<file path="src/hw/rtl/chacha_pkg.sv">
// chacha_pkg: shared types, constants and helper functions for the chacha20 keystream xor block
// used by chacha_ctrl, chacha_dp and chacha20_keystream_xor; depends on nothing else

package chacha_pkg;

  localparam int unsigned WordW     = 32;
  localparam int unsigned Words     = 16;
  localparam int unsigned CfgW      = 64;
  localparam int unsigned CfgIdxW   = 3;
  localparam int unsigned PosW      = 7;
  localparam int unsigned RoundCntW = 7;

  // 10 double rounds, 2 half rounds each, 4 add/xor/rotate steps each
  localparam logic [RoundCntW-1:0] LastRoundStep = RoundCntW'(10 * 2 * 4 - 1);

  localparam logic [CfgIdxW-1:0] REG_KEY0      = 3'd0;
  localparam logic [CfgIdxW-1:0] REG_KEY1      = 3'd1;
  localparam logic [CfgIdxW-1:0] REG_KEY2      = 3'd2;
  localparam logic [CfgIdxW-1:0] REG_KEY3      = 3'd3;
  localparam logic [CfgIdxW-1:0] REG_NONCE_LO  = 3'd4;
  localparam logic [CfgIdxW-1:0] REG_NONCE_HI  = 3'd5;
  localparam logic [CfgIdxW-1:0] REG_START_CNT = 3'd6;

  localparam logic [1:0] ROLE_A = 2'd0;
  localparam logic [1:0] ROLE_B = 2'd1;
  localparam logic [1:0] ROLE_C = 2'd2;
  localparam logic [1:0] ROLE_D = 2'd3;

  localparam logic [WordW-1:0] SIGMA0 = 32'h6170_7865;
  localparam logic [WordW-1:0] SIGMA1 = 32'h3320_646e;
  localparam logic [WordW-1:0] SIGMA2 = 32'h7962_2d32;
  localparam logic [WordW-1:0] SIGMA3 = 32'h6b20_6574;

  typedef logic [Words-1:0][WordW-1:0] block_t;

  typedef struct packed {
    logic       restart_load;
    logic       latch_data;
    logic       load_x;
    logic       round;
    logic [1:0] step;
    logic       diag;
    logic       finish;
    logic       emit;
    logic       emit_direct;
  } dp_cmd_t;

  // word index of one quarter-round operand; diagonal rounds shift rows b, c, d
  function automatic logic [3:0] qr_word(input logic diag, input logic [1:0] lane,
                                         input logic [1:0] role);
    logic [1:0] col;
    col = diag ? 2'(lane + role) : lane;
    return {role, col};
  endfunction

  function automatic logic [WordW-1:0] rol_step(input logic [WordW-1:0] v,
                                                input logic [1:0] step);
    logic [WordW-1:0] r;
    case (step)
      2'd0:    r = {v[15:0], v[31:16]};
      2'd1:    r = {v[19:0], v[31:20]};
      2'd2:    r = {v[23:0], v[31:24]};
      default: r = {v[24:0], v[31:25]};
    endcase
    return r;
  endfunction

endpackage

</file>
<file path="src/hw/rtl/chacha_ctrl.sv">
// chacha_ctrl: handshake and sequencing state machine for the chacha20 keystream xor block
// depends on chacha_pkg; commands chacha_dp

module chacha_ctrl import chacha_pkg::*; (
  input  logic    clk,
  input  logic    rst,
  input  logic    in_valid,
  input  logic    in_restart,
  output logic    in_ready,
  output logic    out_valid,
  input  logic    out_ready,
  input  logic    need_block,
  output dp_cmd_t cmd
);

  localparam logic [2:0] S_IDLE  = 3'd0;
  localparam logic [2:0] S_LOAD  = 3'd1;
  localparam logic [2:0] S_ROUND = 3'd2;
  localparam logic [2:0] S_FINAL = 3'd3;
  localparam logic [2:0] S_EMIT  = 3'd4;

  logic [2:0]           state, state_next;
  logic [RoundCntW-1:0] rcnt;
  logic                 accept, gen;

  assign in_ready = (state == S_IDLE) && (!out_valid || out_ready);
  assign accept   = in_valid && in_ready;
  assign gen      = in_restart || need_block;

  always_comb begin
    cmd          = '0;
    cmd.step     = rcnt[1:0];
    cmd.diag     = rcnt[2];
    state_next   = state;
    unique case (state)
      S_IDLE: begin
        if (accept) begin
          if (gen) begin
            cmd.restart_load = in_restart;
            cmd.latch_data   = 1'b1;
            state_next       = S_LOAD;
          end else begin
            cmd.emit_direct = 1'b1;
          end
        end
      end
      S_LOAD: begin
        cmd.load_x = 1'b1;
        state_next = S_ROUND;
      end
      S_ROUND: begin
        cmd.round = 1'b1;
        if (rcnt == LastRoundStep) begin
          state_next = S_FINAL;
        end
      end
      S_FINAL: begin
        cmd.finish = 1'b1;
        state_next = S_EMIT;
      end
      S_EMIT: begin
        cmd.emit   = 1'b1;
        state_next = S_IDLE;
      end
      default: state_next = S_IDLE;
    endcase
  end

  always_ff @(posedge clk) begin
    if (rst) begin
      state     <= S_IDLE;
      rcnt      <= '0;
      out_valid <= 1'b0;
    end else begin
      state <= state_next;
      if (state == S_ROUND) begin
        rcnt <= rcnt + RoundCntW'(1);
      end else begin
        rcnt <= '0;
      end
      if (cmd.emit || cmd.emit_direct) begin
        out_valid <= 1'b1;
      end else if (out_ready) begin
        out_valid <= 1'b0;
      end
    end
  end

endmodule
</file>
<file path="config.mk">
export PLATFORM = sky130hd
export DESIGN_NAME = chacha_ctrl
export DESIGN_NICKNAME = d
export VERILOG_FILES = /design/src/hw/rtl/chacha_pkg.sv /design/src/hw/rtl/chacha_ctrl.sv
export SDC_FILE = /design/constraint.sdc
export NUM_CORES = 1
export LEC_CHECK = 0
export BUFFER_PORTS_ARGS = -buffer_cell sky130_fd_sc_hd__buf_4
export CORE_AREA = 8 8 45 47
export CTS_CLUSTER_DIAMETER = 100
export DETAILED_ROUTE_END_ITERATION = 12
export DIE_AREA = 0 0 53 55
export PLACE_DENSITY = 0.7
export REMOVE_ABC_BUFFERS = 1
export SLEW_MARGIN = 20
export SYNTH_ARGS = -nofsm -noshare
export SYNTH_HDL_FRONTEND = slang
export SYNTH_SLANG_ARGS = --single-unit
</file>
<file path="constraint.sdc">
create_clock -name clk -period 1.97 [get_ports clk]
set_input_delay 0.197 -clock clk [delete_from_list [all_inputs] [get_ports clk]]
set_output_delay 0.197 -clock clk [all_outputs]
set_load 0.01 [all_outputs]
</file>
==> metrics.cfg <==
[run_status]
status=finished clean

[critical_path]
crit_end=state[0]$_SDFFE_PP0P_
r2r_slack_ns=0.34
critPathKind=reg -> reg
r2r-end=state[0]$_SDFFE_PP0P_
path_max_fanout=7
start_kind=flip-flop
critical_path_required_ns=2.17
cp-end-kind=flip-flop
reg2reg_depth=3
r2r_start=state[0]$_SDFFE_PP0P_
crit_arrival_ns=1.83
crit_start=state[0]$_SDFFE_PP0P_

[finish]
final_area_um2=659
diodes=0
multiInputGateArea_um2=254
fillCellCount=154
final_nets=87
regArea_um2=220
syn_to_final_growth_pct=22.6
drive_gt1_frac=0.278

[placed_design]
port_buffers=17
dpl_cell_area_um2=633
hpwl_um=804
gp_congestion=0.739

[grt]
grt_pass1_wl_mm=1.73
grt_usage=0.0812
antenna_found_initial=0
grt_max_degree=10
grt_pass1_vias=432
gr-total-overflow=0

[logic_synthesis]
synthTopCellsByCount=dfxtp_1, nor2_1, nand2_1
synthDominantCellAreaShare=0.409
mappedNetlistArea_um2=538
synth_ff_type=dfxtp_1
ys_types=25
yosysTopAreaCell=dfxtp_1
synthTopCellsByArea=dfxtp_1, nor2_1, buf_4, buf_6, nand2_1
yosysWarnings=0
ys_ff_latch=11
syn_inst=64
synth_edf_count=0
ys_async_sr_fraction=0
post_synth.cell_area_avg_um2=8.41
seq_area_frac_synth=0.409
yosysMostFrequentCell=dfxtp_1

[power]
peakVddDrop_mv=0.368
p_leak_nw=0.294
power_per_cell_area_nw_per_um2=684

[floorplanning]
start_util=0.389
fp.dieW_um=53
die_y_um=55
core-area_um2=1380
ios=18
die-area_um2=2920
fp-row-count=14

[timing]
final-setup-viol-count=0
worstMarginPinSlew_ns=0.279
hold_viol_final=0
rsz0062_at_grt=false
fmax_ghz=0.613
fin_crit_ns=1.63
min_period_over_period=0.828
finalSetupTns_ns=0
skew_ns=0.00422
max_slew_margin=0.813
drv_slew=0

[routing]
drt-pass1-iter-count=3
finalWirelength_um=996
wl_per_cell_um=10.5
drt-vias-per-instance=4.58
postRouteAntennaNets=0
vias=435
drc=0
drt_iter0_drc=6

[hold_path]
hold_class=in -> reg

[cts]
cts_max_path_buffers=2
cts_root_buffer=clkbuf_4
cts_tree=yes
hold_buffers=0
cts_sinks=11
cts_made_buffers=3
clock_latency_ns=0.26
htree_levels=1
ctsResizeCount=0
post_cts.repair.setup_buffers=0
clk_pin_slew_ns=0.07

[run]
drv_cap=0

-- sequential cells by signal, indices dropped and copies added (netlist names) --
signal,count
state,3
rcnt,7
out_valid,1
-- worst min path at each step --
stage          start                      to  slack (ns)  cells past startpoint
2_1_floorplan    rst  out_valid$_SDFFE_PP0P_        0.27                      1
3_3_place_gp     rst   state[1]$_SDFFE_PP0P_        0.41                      2
3_5_place_dp     rst  out_valid$_SDFFE_PP0P_        0.41                      2
4_1_cts          rst  out_valid$_SDFFE_PP0P_        0.13                      2
5_1_grt          rst  out_valid$_SDFFE_PP0P_        0.14                      2
6_report         rst  out_valid$_SDFFE_PP0P_        0.13                      2
-- final cells by class --
class                           count  area share
Clock buffer                        4      0.0398
Multi-Input combinational cell     44       0.385
Timing Repair Buffer               17       0.194
Inverter                            3      0.0171
Sequential cell                    11       0.334
Tap cell                           16      0.0304
-- report_power, final --
group	switching (mW)	internal [mW]	leakage, nW	total, mW
Combinational	0.0307	0.0366	0.190	0.0673
Sequential	0.00683	0.228	0.0890	0.235
Clock	0.0708	0.0783	0.0150	0.149
Total	0.108	0.343	0.294	0.451
-- cell usage in the layout (no fill, tap or decap) --
cell	instances
buf_4	17
dfxtp_1	11
nor2_1	10
nand2_1	5
inv_1	3
clkbuf_4	3
nor3b_1	2
nand2b_1	2
nor3_1	2
nand4_1	2
and2_1	2
nand3_1	2
xor2_1	2
o21ai_0	2
or3_1	2
a21oi_1	2
or2_2	1
and3_1	1
or4b_4	1
xnor2_1	1
a31oi_1	1
nor4b_1	1
or4_1	1
o21ai_1	1
ha_1	1
clkbuf_1	1
-- per-layer routing --
| metal | track usage | vias up | part of all wire |
|---|---|---|---|
| li1 | - | 241 | - |
| met5 | 0 | - | 0 |
| met2 | 0.135 | 9 | 0.49 |
| met3 | 0.0455 | 2 | 0.054 |
| met4 | 0.0388 | 0 | 0.010 |
| met1 | 0.0814 | 183 | 0.45 |
-- stage by stage --
stage / setup slack [ns] / power [mW] / std cells / utilization / hold WS, ns
6_report: 0.339 / 0.451 / 95 / 0.476 / 0.128
5_1_grt: 0.260 / 0.480 / 95 / 0.476 / 0.137
4_1_cts: 0.333 / 0.456 / 95 / 0.476 / 0.128
3_5_place_dp: 0.342 / 0.308 / 91 / 0.458 / 0.410
3_3_place_gp: 0.384 / 0.307 / 91 / 0.458 / 0.408
2_1_floorplan: 0.423 / 0.272 / 58 / - / 0.266
-- kinds of logic after synthesis --
group / share of synthesized area
XOR/XNOR: 0.0488
flip-flops: 0.409
adder cells (fa/ha/maj): 0.0233
AO/OA/AOI/OAI: 0.0581
AND/OR/NAND/NOR: 0.342
buffers and inverters: 0.119
-- worst max-delay path, cell delays in order (launching register included) --
cell     delay [ns]
dfxtp_1        0.37
or4b_4         0.60
or4_1          0.52
o21ai_1        0.08
Power figures use the tool's default switching activity.
