==> src/hw/rtl/chacha_pkg.sv <==
// chacha_pkg: shared types, constants and helper functions for the chacha20 keystream xor block
// used by chacha_ctrl, chacha_dp and chacha20_keystream_xor; depends on nothing else

package chacha_pkg;

  localparam int unsigned WordW     = 32;
  localparam int unsigned Words     = 16;
  localparam int unsigned CfgW      = 64;
  localparam int unsigned CfgIdxW   = 3;
  localparam int unsigned PosW      = 7;
  localparam int unsigned RoundCntW = 7;

  // 10 double rounds, 2 half rounds each, 4 add/xor/rotate steps each
  localparam logic [RoundCntW-1:0] LastRoundStep = RoundCntW'(10 * 2 * 4 - 1);

  localparam logic [CfgIdxW-1:0] REG_KEY0      = 3'd0;
  localparam logic [CfgIdxW-1:0] REG_KEY1      = 3'd1;
  localparam logic [CfgIdxW-1:0] REG_KEY2      = 3'd2;
  localparam logic [CfgIdxW-1:0] REG_KEY3      = 3'd3;
  localparam logic [CfgIdxW-1:0] REG_NONCE_LO  = 3'd4;
  localparam logic [CfgIdxW-1:0] REG_NONCE_HI  = 3'd5;
  localparam logic [CfgIdxW-1:0] REG_START_CNT = 3'd6;

  localparam logic [1:0] ROLE_A = 2'd0;
  localparam logic [1:0] ROLE_B = 2'd1;
  localparam logic [1:0] ROLE_C = 2'd2;
  localparam logic [1:0] ROLE_D = 2'd3;

  localparam logic [WordW-1:0] SIGMA0 = 32'h6170_7865;
  localparam logic [WordW-1:0] SIGMA1 = 32'h3320_646e;
  localparam logic [WordW-1:0] SIGMA2 = 32'h7962_2d32;
  localparam logic [WordW-1:0] SIGMA3 = 32'h6b20_6574;

  typedef logic [Words-1:0][WordW-1:0] block_t;

  typedef struct packed {
    logic       restart_load;
    logic       latch_data;
    logic       load_x;
    logic       round;
    logic [1:0] step;
    logic       diag;
    logic       finish;
    logic       emit;
    logic       emit_direct;
  } dp_cmd_t;

  // word index of one quarter-round operand; diagonal rounds shift rows b, c, d
  function automatic logic [3:0] qr_word(input logic diag, input logic [1:0] lane,
                                         input logic [1:0] role);
    logic [1:0] col;
    col = diag ? 2'(lane + role) : lane;
    return {role, col};
  endfunction

  function automatic logic [WordW-1:0] rol_step(input logic [WordW-1:0] v,
                                                input logic [1:0] step);
    logic [WordW-1:0] r;
    case (step)
      2'd0:    r = {v[15:0], v[31:16]};
      2'd1:    r = {v[19:0], v[31:20]};
      2'd2:    r = {v[23:0], v[31:24]};
      default: r = {v[24:0], v[31:25]};
    endcase
    return r;
  endfunction

endpackage

==> src/hw/rtl/chacha_dp.sv <==
// chacha_dp: config registers, counter words, round state, keystream block and output byte
// depends on chacha_pkg; driven by commands from chacha_ctrl

module chacha_dp import chacha_pkg::*; (
  input  logic               clk,
  input  logic               rst,
  input  logic               cfg_we,
  input  logic [CfgIdxW-1:0] cfg_index,
  input  logic [CfgW-1:0]    cfg_data,
  input  logic [7:0]         in_byte,
  input  dp_cmd_t            cmd,
  output logic               need_block,
  output logic [7:0]         out_byte
);

  logic [CfgW-1:0]  key0, key1, key2, key3, nonce_lo, start_cnt;
  logic [WordW-1:0] nonce_hi;
  logic [WordW-1:0] ctr_word, ctr_nonce_word;
  logic [PosW-1:0]  pos;
  logic [7:0]       data_hold;
  block_t           x, x_round, init_words, ks;
  logic [Words*WordW-1:0] ks_flat;
  logic [7:0]       ks_byte;

  always_comb begin
    init_words[0]  = SIGMA0;
    init_words[1]  = SIGMA1;
    init_words[2]  = SIGMA2;
    init_words[3]  = SIGMA3;
    init_words[4]  = key0[31:0];
    init_words[5]  = key0[63:32];
    init_words[6]  = key1[31:0];
    init_words[7]  = key1[63:32];
    init_words[8]  = key2[31:0];
    init_words[9]  = key2[63:32];
    init_words[10] = key3[31:0];
    init_words[11] = key3[63:32];
    init_words[12] = ctr_word;
    init_words[13] = ctr_nonce_word;
    init_words[14] = nonce_lo[63:32];
    init_words[15] = nonce_hi;
  end

  // one add/xor/rotate step on all four quarter rounds at once
  always_comb begin
    logic [3:0]       p, q, r;
    logic [WordW-1:0] sum;
    x_round = x;
    for (int lane = 0; lane < 4; lane++) begin
      if (!cmd.step[0]) begin
        p = qr_word(cmd.diag, 2'(lane), ROLE_A);
        q = qr_word(cmd.diag, 2'(lane), ROLE_B);
        r = qr_word(cmd.diag, 2'(lane), ROLE_D);
      end else begin
        p = qr_word(cmd.diag, 2'(lane), ROLE_C);
        q = qr_word(cmd.diag, 2'(lane), ROLE_D);
        r = qr_word(cmd.diag, 2'(lane), ROLE_B);
      end
      sum = x[p] + x[q];
      x_round[p] = sum;
      x_round[r] = rol_step(x[r] ^ sum, cmd.step);
    end
  end

  assign ks_flat    = ks;
  assign ks_byte    = ks_flat[pos[5:0]*8 +: 8];
  assign need_block = pos[6];

  always_ff @(posedge clk) begin
    if (rst) begin
      key0           <= '0;
      key1           <= '0;
      key2           <= '0;
      key3           <= '0;
      nonce_lo       <= '0;
      nonce_hi       <= '0;
      start_cnt      <= '0;
      ctr_word       <= '0;
      ctr_nonce_word <= '0;
      pos            <= PosW'(64);
    end else begin
      if (cfg_we) begin
        unique case (cfg_index)
          REG_KEY0:      key0      <= cfg_data;
          REG_KEY1:      key1      <= cfg_data;
          REG_KEY2:      key2      <= cfg_data;
          REG_KEY3:      key3      <= cfg_data;
          REG_NONCE_LO:  nonce_lo  <= cfg_data;
          REG_NONCE_HI:  nonce_hi  <= cfg_data[31:0];
          REG_START_CNT: start_cnt <= cfg_data;
          default: ;
        endcase
      end
      if (cmd.restart_load) begin
        ctr_word       <= start_cnt[31:0];
        ctr_nonce_word <= nonce_lo[31:0] + start_cnt[63:32];
        pos            <= PosW'(64);
      end
      if (cmd.finish) begin
        ctr_word <= ctr_word + 32'd1;
        if (&ctr_word) begin
          ctr_nonce_word <= ctr_nonce_word + 32'd1;
        end
        pos <= '0;
      end
      if (cmd.emit || cmd.emit_direct) begin
        pos <= pos + PosW'(1);
      end
    end
  end

  always_ff @(posedge clk) begin
    if (cmd.latch_data) begin
      data_hold <= in_byte;
    end
    if (cmd.load_x) begin
      x <= init_words;
    end else if (cmd.round) begin
      x <= x_round;
    end
    if (cmd.finish) begin
      for (int i = 0; i < Words; i++) begin
        ks[i] <= x[i] + init_words[i];
      end
    end
    if (cmd.emit) begin
      out_byte <= data_hold ^ ks_byte;
    end else if (cmd.emit_direct) begin
      out_byte <= in_byte ^ ks_byte;
    end
  end

endmodule

==> config.mk <==
export PLATFORM = sky130hd
export DESIGN_NAME = chacha_dp
export DESIGN_NICKNAME = d
export VERILOG_FILES = /design/src/hw/rtl/chacha_pkg.sv /design/src/hw/rtl/chacha_dp.sv
export SDC_FILE = /design/constraint.sdc
export NUM_CORES = 2
export LEC_CHECK = 0
export BUFFER_PORTS_ARGS = -buffer_cell sky130_fd_sc_hd__clkbuf_2
export CAP_MARGIN = 5
export CELL_PAD_IN_SITES_DETAIL_PLACEMENT = 0
export CELL_PAD_IN_SITES_GLOBAL_PLACEMENT = 1
export CORE_MARGIN = 2
export CORE_UTILIZATION = 40
export CTS_CLUSTER_DIAMETER = 30
export CTS_CLUSTER_SIZE = 24
export DETAILED_ROUTE_END_ITERATION = 12
export PLACE_DENSITY = 0.65
export SKIP_LAST_GASP = 1
export SYNTH_ARGS = -nofsm -noshare
export SYNTH_HDL_FRONTEND = slang
export SYNTH_SLANG_ARGS = --single-unit
==> constraint.sdc <==
create_clock -name clk -period 17.23 [get_ports clk]
set_input_delay 3.446 -clock clk [delete_from_list [all_inputs] [get_ports clk]]
set_output_delay 3.446 -clock clk [all_outputs]
set_load 0.1 [all_outputs]
==> impl_summary.log <==
INFO  metric hold_class = reg2reg
INFO  metric floorplan.die.width = between 500 and 600 um
INFO  metric synth_simple_gate_area_share = 13.6%
INFO  metric fp.dieArea = between 200000 and 300000 um^2
INFO  metric synth.yosys.warnings = 0
INFO  metric max_slew.worst_pin.slew = ~1.6 ns
INFO  metric synth-async-reset-ratio = 0%
INFO  metric worst_hold_path_cell_count = 2
INFO  metric cp.arrival = approximately 10 ns
INFO  metric final-hold-violation-count = 0
INFO  metric drv_slew = 20
INFO  metric worst_setup_path_start_kind = primary input
INFO  metric floorplan.io_pins = between 90 and 100
INFO  metric layout-drive-gt1-share = 14.8%
INFO  metric endpoint_kind = flip-flop
INFO  metric ys_types = 100
INFO  metric drc = 0
INFO  metric cts_root_buffer = sky130_fd_sc_hd__clkbuf_16
INFO  metric power = roughly 19 mW
INFO  metric leakage_power_total = about 48 nW
INFO  metric fin_util = a little under 50%
INFO  metric multi_input_area = roughly 58000 um^2
INFO  metric cts.repair.resized = 0
INFO  metric cts_inserted_buffers = approximately 440
INFO  metric grt_pass1_wl = between 800000 and 900000 um
INFO  metric starting_density = between 40% and 50%
INFO  metric placementRows = approximately 180
INFO  metric coreArea = ~250000 um^2
INFO  metric cts.sink_count = between 1500 and 2000
INFO  metric clock_tree.buffer_depth = 4
INFO  metric fin_setup_tns = 0 ns
INFO  metric slowest_cp_cell = sky130_fd_sc_hd__o21ai_1
INFO  metric period_minus_slack = between 9 and 10 ns
INFO  metric total_length_of_routed_wires = around 630000 um
INFO  metric yosysSeqAreaShare = roughly two fifths
INFO  metric postSynthRegisterBits = roughly 1500
INFO  metric ctsHoldBuffers = 0
INFO  metric outcome = finished with violations
INFO  metric clock-skew-final = between 0.06 and 0.07 ns
INFO  metric grt_pass1_vias = between 80000 and 90000
INFO  metric fraction_of_power_consumed_by_combinational_cells = about 29%
INFO  metric clk_latency = roughly 0.99 ns
INFO  metric number_of_enable_type_register_cells_in_the_synthesized_netlist = approximately 900
INFO  metric max_stage_delay_on_crit_path = between 0.9 and 1 ns
INFO  metric gp_routability_congestion = around 1.1
INFO  metric critical_register_to_register_path_endpoint = x[386]
INFO  metric post-cts-setup-buffer-count = 0
INFO  metric largest_family_of_logic_cells_by_synthesized_area = compound AO/OA/AOI/OAI gates
INFO  metric dr.first_iter.drc_count = about 18000
INFO  metric cts_tree = done
INFO  metric rsz_0062_raised_after_global_routing = false
INFO  metric yosys-top-cells-area = sky130_fd_sc_hd__edfxtp_1 (27%), sky130_fd_sc_hd__dfxtp_1 (12%), sky130_fd_sc_hd__mux4_2 (9.5%)
INFO  metric postSynthCellCount = roughly 10000
INFO  metric cts.reportedPaths.clkPinSlew = 0.05 ns
INFO  metric failing_checks = capacitance limit, slew limit
INFO  metric relSlewSlack = -5.05%
INFO  metric timing.reg2reg.setup_slack = 10.28 ns
INFO  metric worst_r2r_path_depth = 13
INFO  metric p_switching = between 7 and 8 mW
INFO  metric maxCapViolations = 7
INFO  metric synth_adder_area_share = approximately 7%
INFO  metric layout.filler_cells = about 23000
INFO  metric synth.mux.area_fraction = between 10% and 20%
INFO  metric hold_path_startpoint = start_cnt[22]
INFO  metric ctsHtreeMaxLevel = 5
INFO  metric via_count = 97498
INFO  metric yosys.area_share.xor_xnor = ~6.6%
INFO  metric fmaxAchievable = roughly 100 MHz
INFO  metric irDropWorstVdd = ~0.09 mV
INFO  metric timing_worst_setup_path_type = in2reg
INFO  metric syn_area = 101000 um^2
INFO  metric hpwl = approximately 490000 um
INFO  metric cp_cell_instances = buf_8 -> buf_12 -> buf_4 -> mux4_2 -> ha_1 -> nand2_1 -> nor3b_1 -> nand4_1 -> o211ai_1 -> o21ai_2 -> o31ai_4 -> nor4_1 -> a211o_1 -> xnor2_1 -> o21ai_1 -> o221ai_1
INFO  metric critical_path.n_buffers_inverters = 3
INFO  metric period_share = a little under three fifths
INFO  metric grt_start_max_net_pins = between 150 and 200
INFO  metric netlist.top_cell.by_area = sky130_fd_sc_hd__edfxtp_1
INFO  metric path_max_fanout = 73
INFO  metric post_synth.cell_area_avg = 9.76 um^2
INFO  metric crit_family = compound AO/OA/AOI/OAI gates
INFO  metric min_to = start_cnt[22]
INFO  metric nets = roughly 11000
INFO  metric power.switching_fraction = between 30% and 40%
INFO  metric finalSetupViolations = 0
INFO  metric yosys_most_used_dff = sky130_fd_sc_hd__edfxtp_1
INFO  metric wl_per_cell = roughly 44 um
INFO  metric post_drt_via_cell_ratio = about 6.8
INFO  metric antenna_found_initial = 124
INFO  metric synth_nets = 10962
INFO  metric grt_util_all_layers = between 40 and 50%
INFO  metric buffer_ports.inserted = 96
INFO  metric post-place-ws = around 6.6 ns
INFO  metric residual_antenna_violating_net_count_after_detailed_routing = 0
INFO  metric dieHeight = approximately 510 um
INFO  metric power_density = about 150 nW/um^2
INFO  metric synth-compound-area-share = between 10% and 20%
INFO  metric fin_ws = 7.39 ns
INFO  metric synth_top_area_share = 27.2%
INFO  metric remaining_overflow_grt = 0
INFO  metric pwr-share-seq = around a quarter
INFO  metric r2r-start = x[384]
INFO  metric required = ~18 ns
INFO  metric detail_route.first_pass.iterations = 8
INFO  metric power_report.internal_total = ~12 mW
INFO  metric clock_power_share = 45.5%
INFO  metric sequential_cell_area = 39700 um^2
INFO  metric area.growth.synth_to_final = 20.2%
## flip-flops by register name, summed over array words and instances, names as in the netlist
signal          cells
key0               64
nonce_lo           64
start_cnt          64
out_byte            8
ctr_nonce_word     32
pos                 7
key1               64
x                 512
nonce_hi           32
ctr_word           32
key2               64
key3               64
ks                512
data_hold           8
## cell families (layout without fill, tap and decap cells)
family	Yosys count	count (layout)
AND/OR/NAND/NOR	3142	3142
AO/OA/AOI/OAI	2905	2905
multiplexers	718	718
XOR/XNOR	710	710
flip-flops	1527	1527
adder cells (fa/ha/maj)	551	551
other	0	126
buffers and inverters	770	1365
## cell usage after synthesis (99+ instances only)
| master | n |
|---|---|
| sky130_fd_sc_hd__nand3_1 | 163 |
| sky130_fd_sc_hd__and2_1 | 109 |
| sky130_fd_sc_hd__xor2_1 | 206 |
| sky130_fd_sc_hd__a22o_1 | 99 |
| sky130_fd_sc_hd__clkbuf_1 | 431 |
| sky130_fd_sc_hd__ha_1 | 534 |
| sky130_fd_sc_hd__mux4_2 | 426 |
| sky130_fd_sc_hd__o21ai_0 | 534 |
| sky130_fd_sc_hd__edfxtp_1 | 912 |
| sky130_fd_sc_hd__dfxtp_1 | 615 |
| sky130_fd_sc_hd__a21o_1 | 269 |
| sky130_fd_sc_hd__nand2_1 | 1653 |
| sky130_fd_sc_hd__nor2_1 | 645 |
| sky130_fd_sc_hd__inv_1 | 200 |
| sky130_fd_sc_hd__xnor2_1 | 470 |
| sky130_fd_sc_hd__nor3_1 | 115 |
| sky130_fd_sc_hd__a21oi_1 | 1170 |
| sky130_fd_sc_hd__mux2i_1 | 287 |
## final cells by class
class | instances | share of cell area, %
clock buffers | 531 | 9.79
clock inverters | 298 | 2.95
repair buffers | 334 | 1.98
well taps | 3348 | 3.46
inverters | 202 | 0.636
multi-input cells | 8026 | 48.1
flip-flops and latches | 1527 | 32.8
diodes | 126 | 0.260
## cells in the final DEF (no fill, tap or decap), types with 50 or more instances in the layout
| cell type | instances |
|---|---|
| sky130_fd_sc_hd__inv_1 | 195 |
| sky130_fd_sc_hd__a211oi_1 | 62 |
| sky130_fd_sc_hd__mux4_2 | 426 |
| sky130_fd_sc_hd__and2_1 | 109 |
| sky130_fd_sc_hd__mux2i_1 | 286 |
| sky130_fd_sc_hd__buf_4 | 230 |
| sky130_fd_sc_hd__clkbuf_16 | 450 |
| sky130_fd_sc_hd__bufinv_16 | 63 |
| sky130_fd_sc_hd__a21oi_1 | 1169 |
| sky130_fd_sc_hd__edfxtp_1 | 912 |
| sky130_fd_sc_hd__xor2_1 | 205 |
| sky130_fd_sc_hd__dfxtp_1 | 612 |
| sky130_fd_sc_hd__o21bai_1 | 70 |
| sky130_fd_sc_hd__diode_2 | 126 |
| sky130_fd_sc_hd__nor2_1 | 637 |
| sky130_fd_sc_hd__nand4_1 | 50 |
| sky130_fd_sc_hd__clkbuf_2 | 90 |
| sky130_fd_sc_hd__nor2b_1 | 78 |
| sky130_fd_sc_hd__xnor2_1 | 469 |
| sky130_fd_sc_hd__clkbuf_1 | 52 |
| sky130_fd_sc_hd__clkinv_2 | 83 |
| sky130_fd_sc_hd__nor3_1 | 112 |
| sky130_fd_sc_hd__o221ai_1 | 59 |
| sky130_fd_sc_hd__ha_1 | 534 |
| sky130_fd_sc_hd__nand2_1 | 1648 |
| sky130_fd_sc_hd__nand2b_1 | 87 |
| sky130_fd_sc_hd__o21a_1 | 88 |
| sky130_fd_sc_hd__a22o_1 | 99 |
| sky130_fd_sc_hd__o21ai_0 | 533 |
| sky130_fd_sc_hd__o211ai_1 | 51 |
| sky130_fd_sc_hd__and3_1 | 90 |
| sky130_fd_sc_hd__a21o_1 | 268 |
| sky130_fd_sc_hd__a31oi_1 | 73 |
| sky130_fd_sc_hd__nand3_1 | 160 |
## per-stage QoR
| step | cell area [um^2] | cells | hold WS (ns) |
|---|---|---|---|
| 3_5_place_dp | 105000 | 13435 | 0.445 |
| 3_3_place_gp | 105000 | 13434 | 0.440 |
| 2_1_floorplan | 101000 | 10323 | 0.431 |
| 4_1_cts | 121000 | 14264 | 0.451 |
| 6_report | 121000 | 14392 | 0.453 |
| 5_1_grt | 121000 | 14297 | 0.472 |
## routing by layer
layer | up-vias | global-route usage, % | share of wire [%]
met3 | 1742 | 22.4 | 15
met4 | 44 | 35.2 | 8.7
met5 | - | 0.741 | 0.079
li1 | 39114 | - | -
met1 | 48576 | 59.2 | 37
met2 | 8022 | 62.4 | 39
## worst register-to-register path, cell delays in order, from the launching register on
cell	delay (ns)
sky130_fd_sc_hd__edfxtp_1	0.87
sky130_fd_sc_hd__mux4_2	0.76
sky130_fd_sc_hd__ha_1	0.29
sky130_fd_sc_hd__fa_1	0.49
sky130_fd_sc_hd__a211oi_1	0.42
sky130_fd_sc_hd__o21ai_0	0.27
sky130_fd_sc_hd__a32oi_1	0.44
sky130_fd_sc_hd__o31ai_1	0.12
sky130_fd_sc_hd__buf_4	0.20
sky130_fd_sc_hd__a211oi_1	0.40
sky130_fd_sc_hd__xnor2_1	0.37
sky130_fd_sc_hd__xnor2_1	1.28
sky130_fd_sc_hd__a21boi_0	0.38
sky130_fd_sc_hd__a221o_1	0.42
## power by group through the flow
stage	Clock, mW	Combinational [mW]	Sequential, mW
final	8.48	5.34	4.83
after global routing	8.66	5.23	4.79
after global placement	0	4.93	4.82
after CTS	8.47	4.96	4.76
after detailed placement	0	4.93	4.82
after floorplan	0	2.45	4.52
## worst max-delay path by stage
stage               startpoint      to  cells past startpoint
floorplan               cmd[3]  x[160]                     20
global placement        cmd[3]  x[199]                     17
detailed placement      cmd[3]  x[196]                     16
CTS                     cmd[3]  x[196]                     16
global route            cmd[4]  x[235]                     14
finish                  cmd[3]  x[196]                     16
No activity file was read; power rests on OpenSTA's default activity.
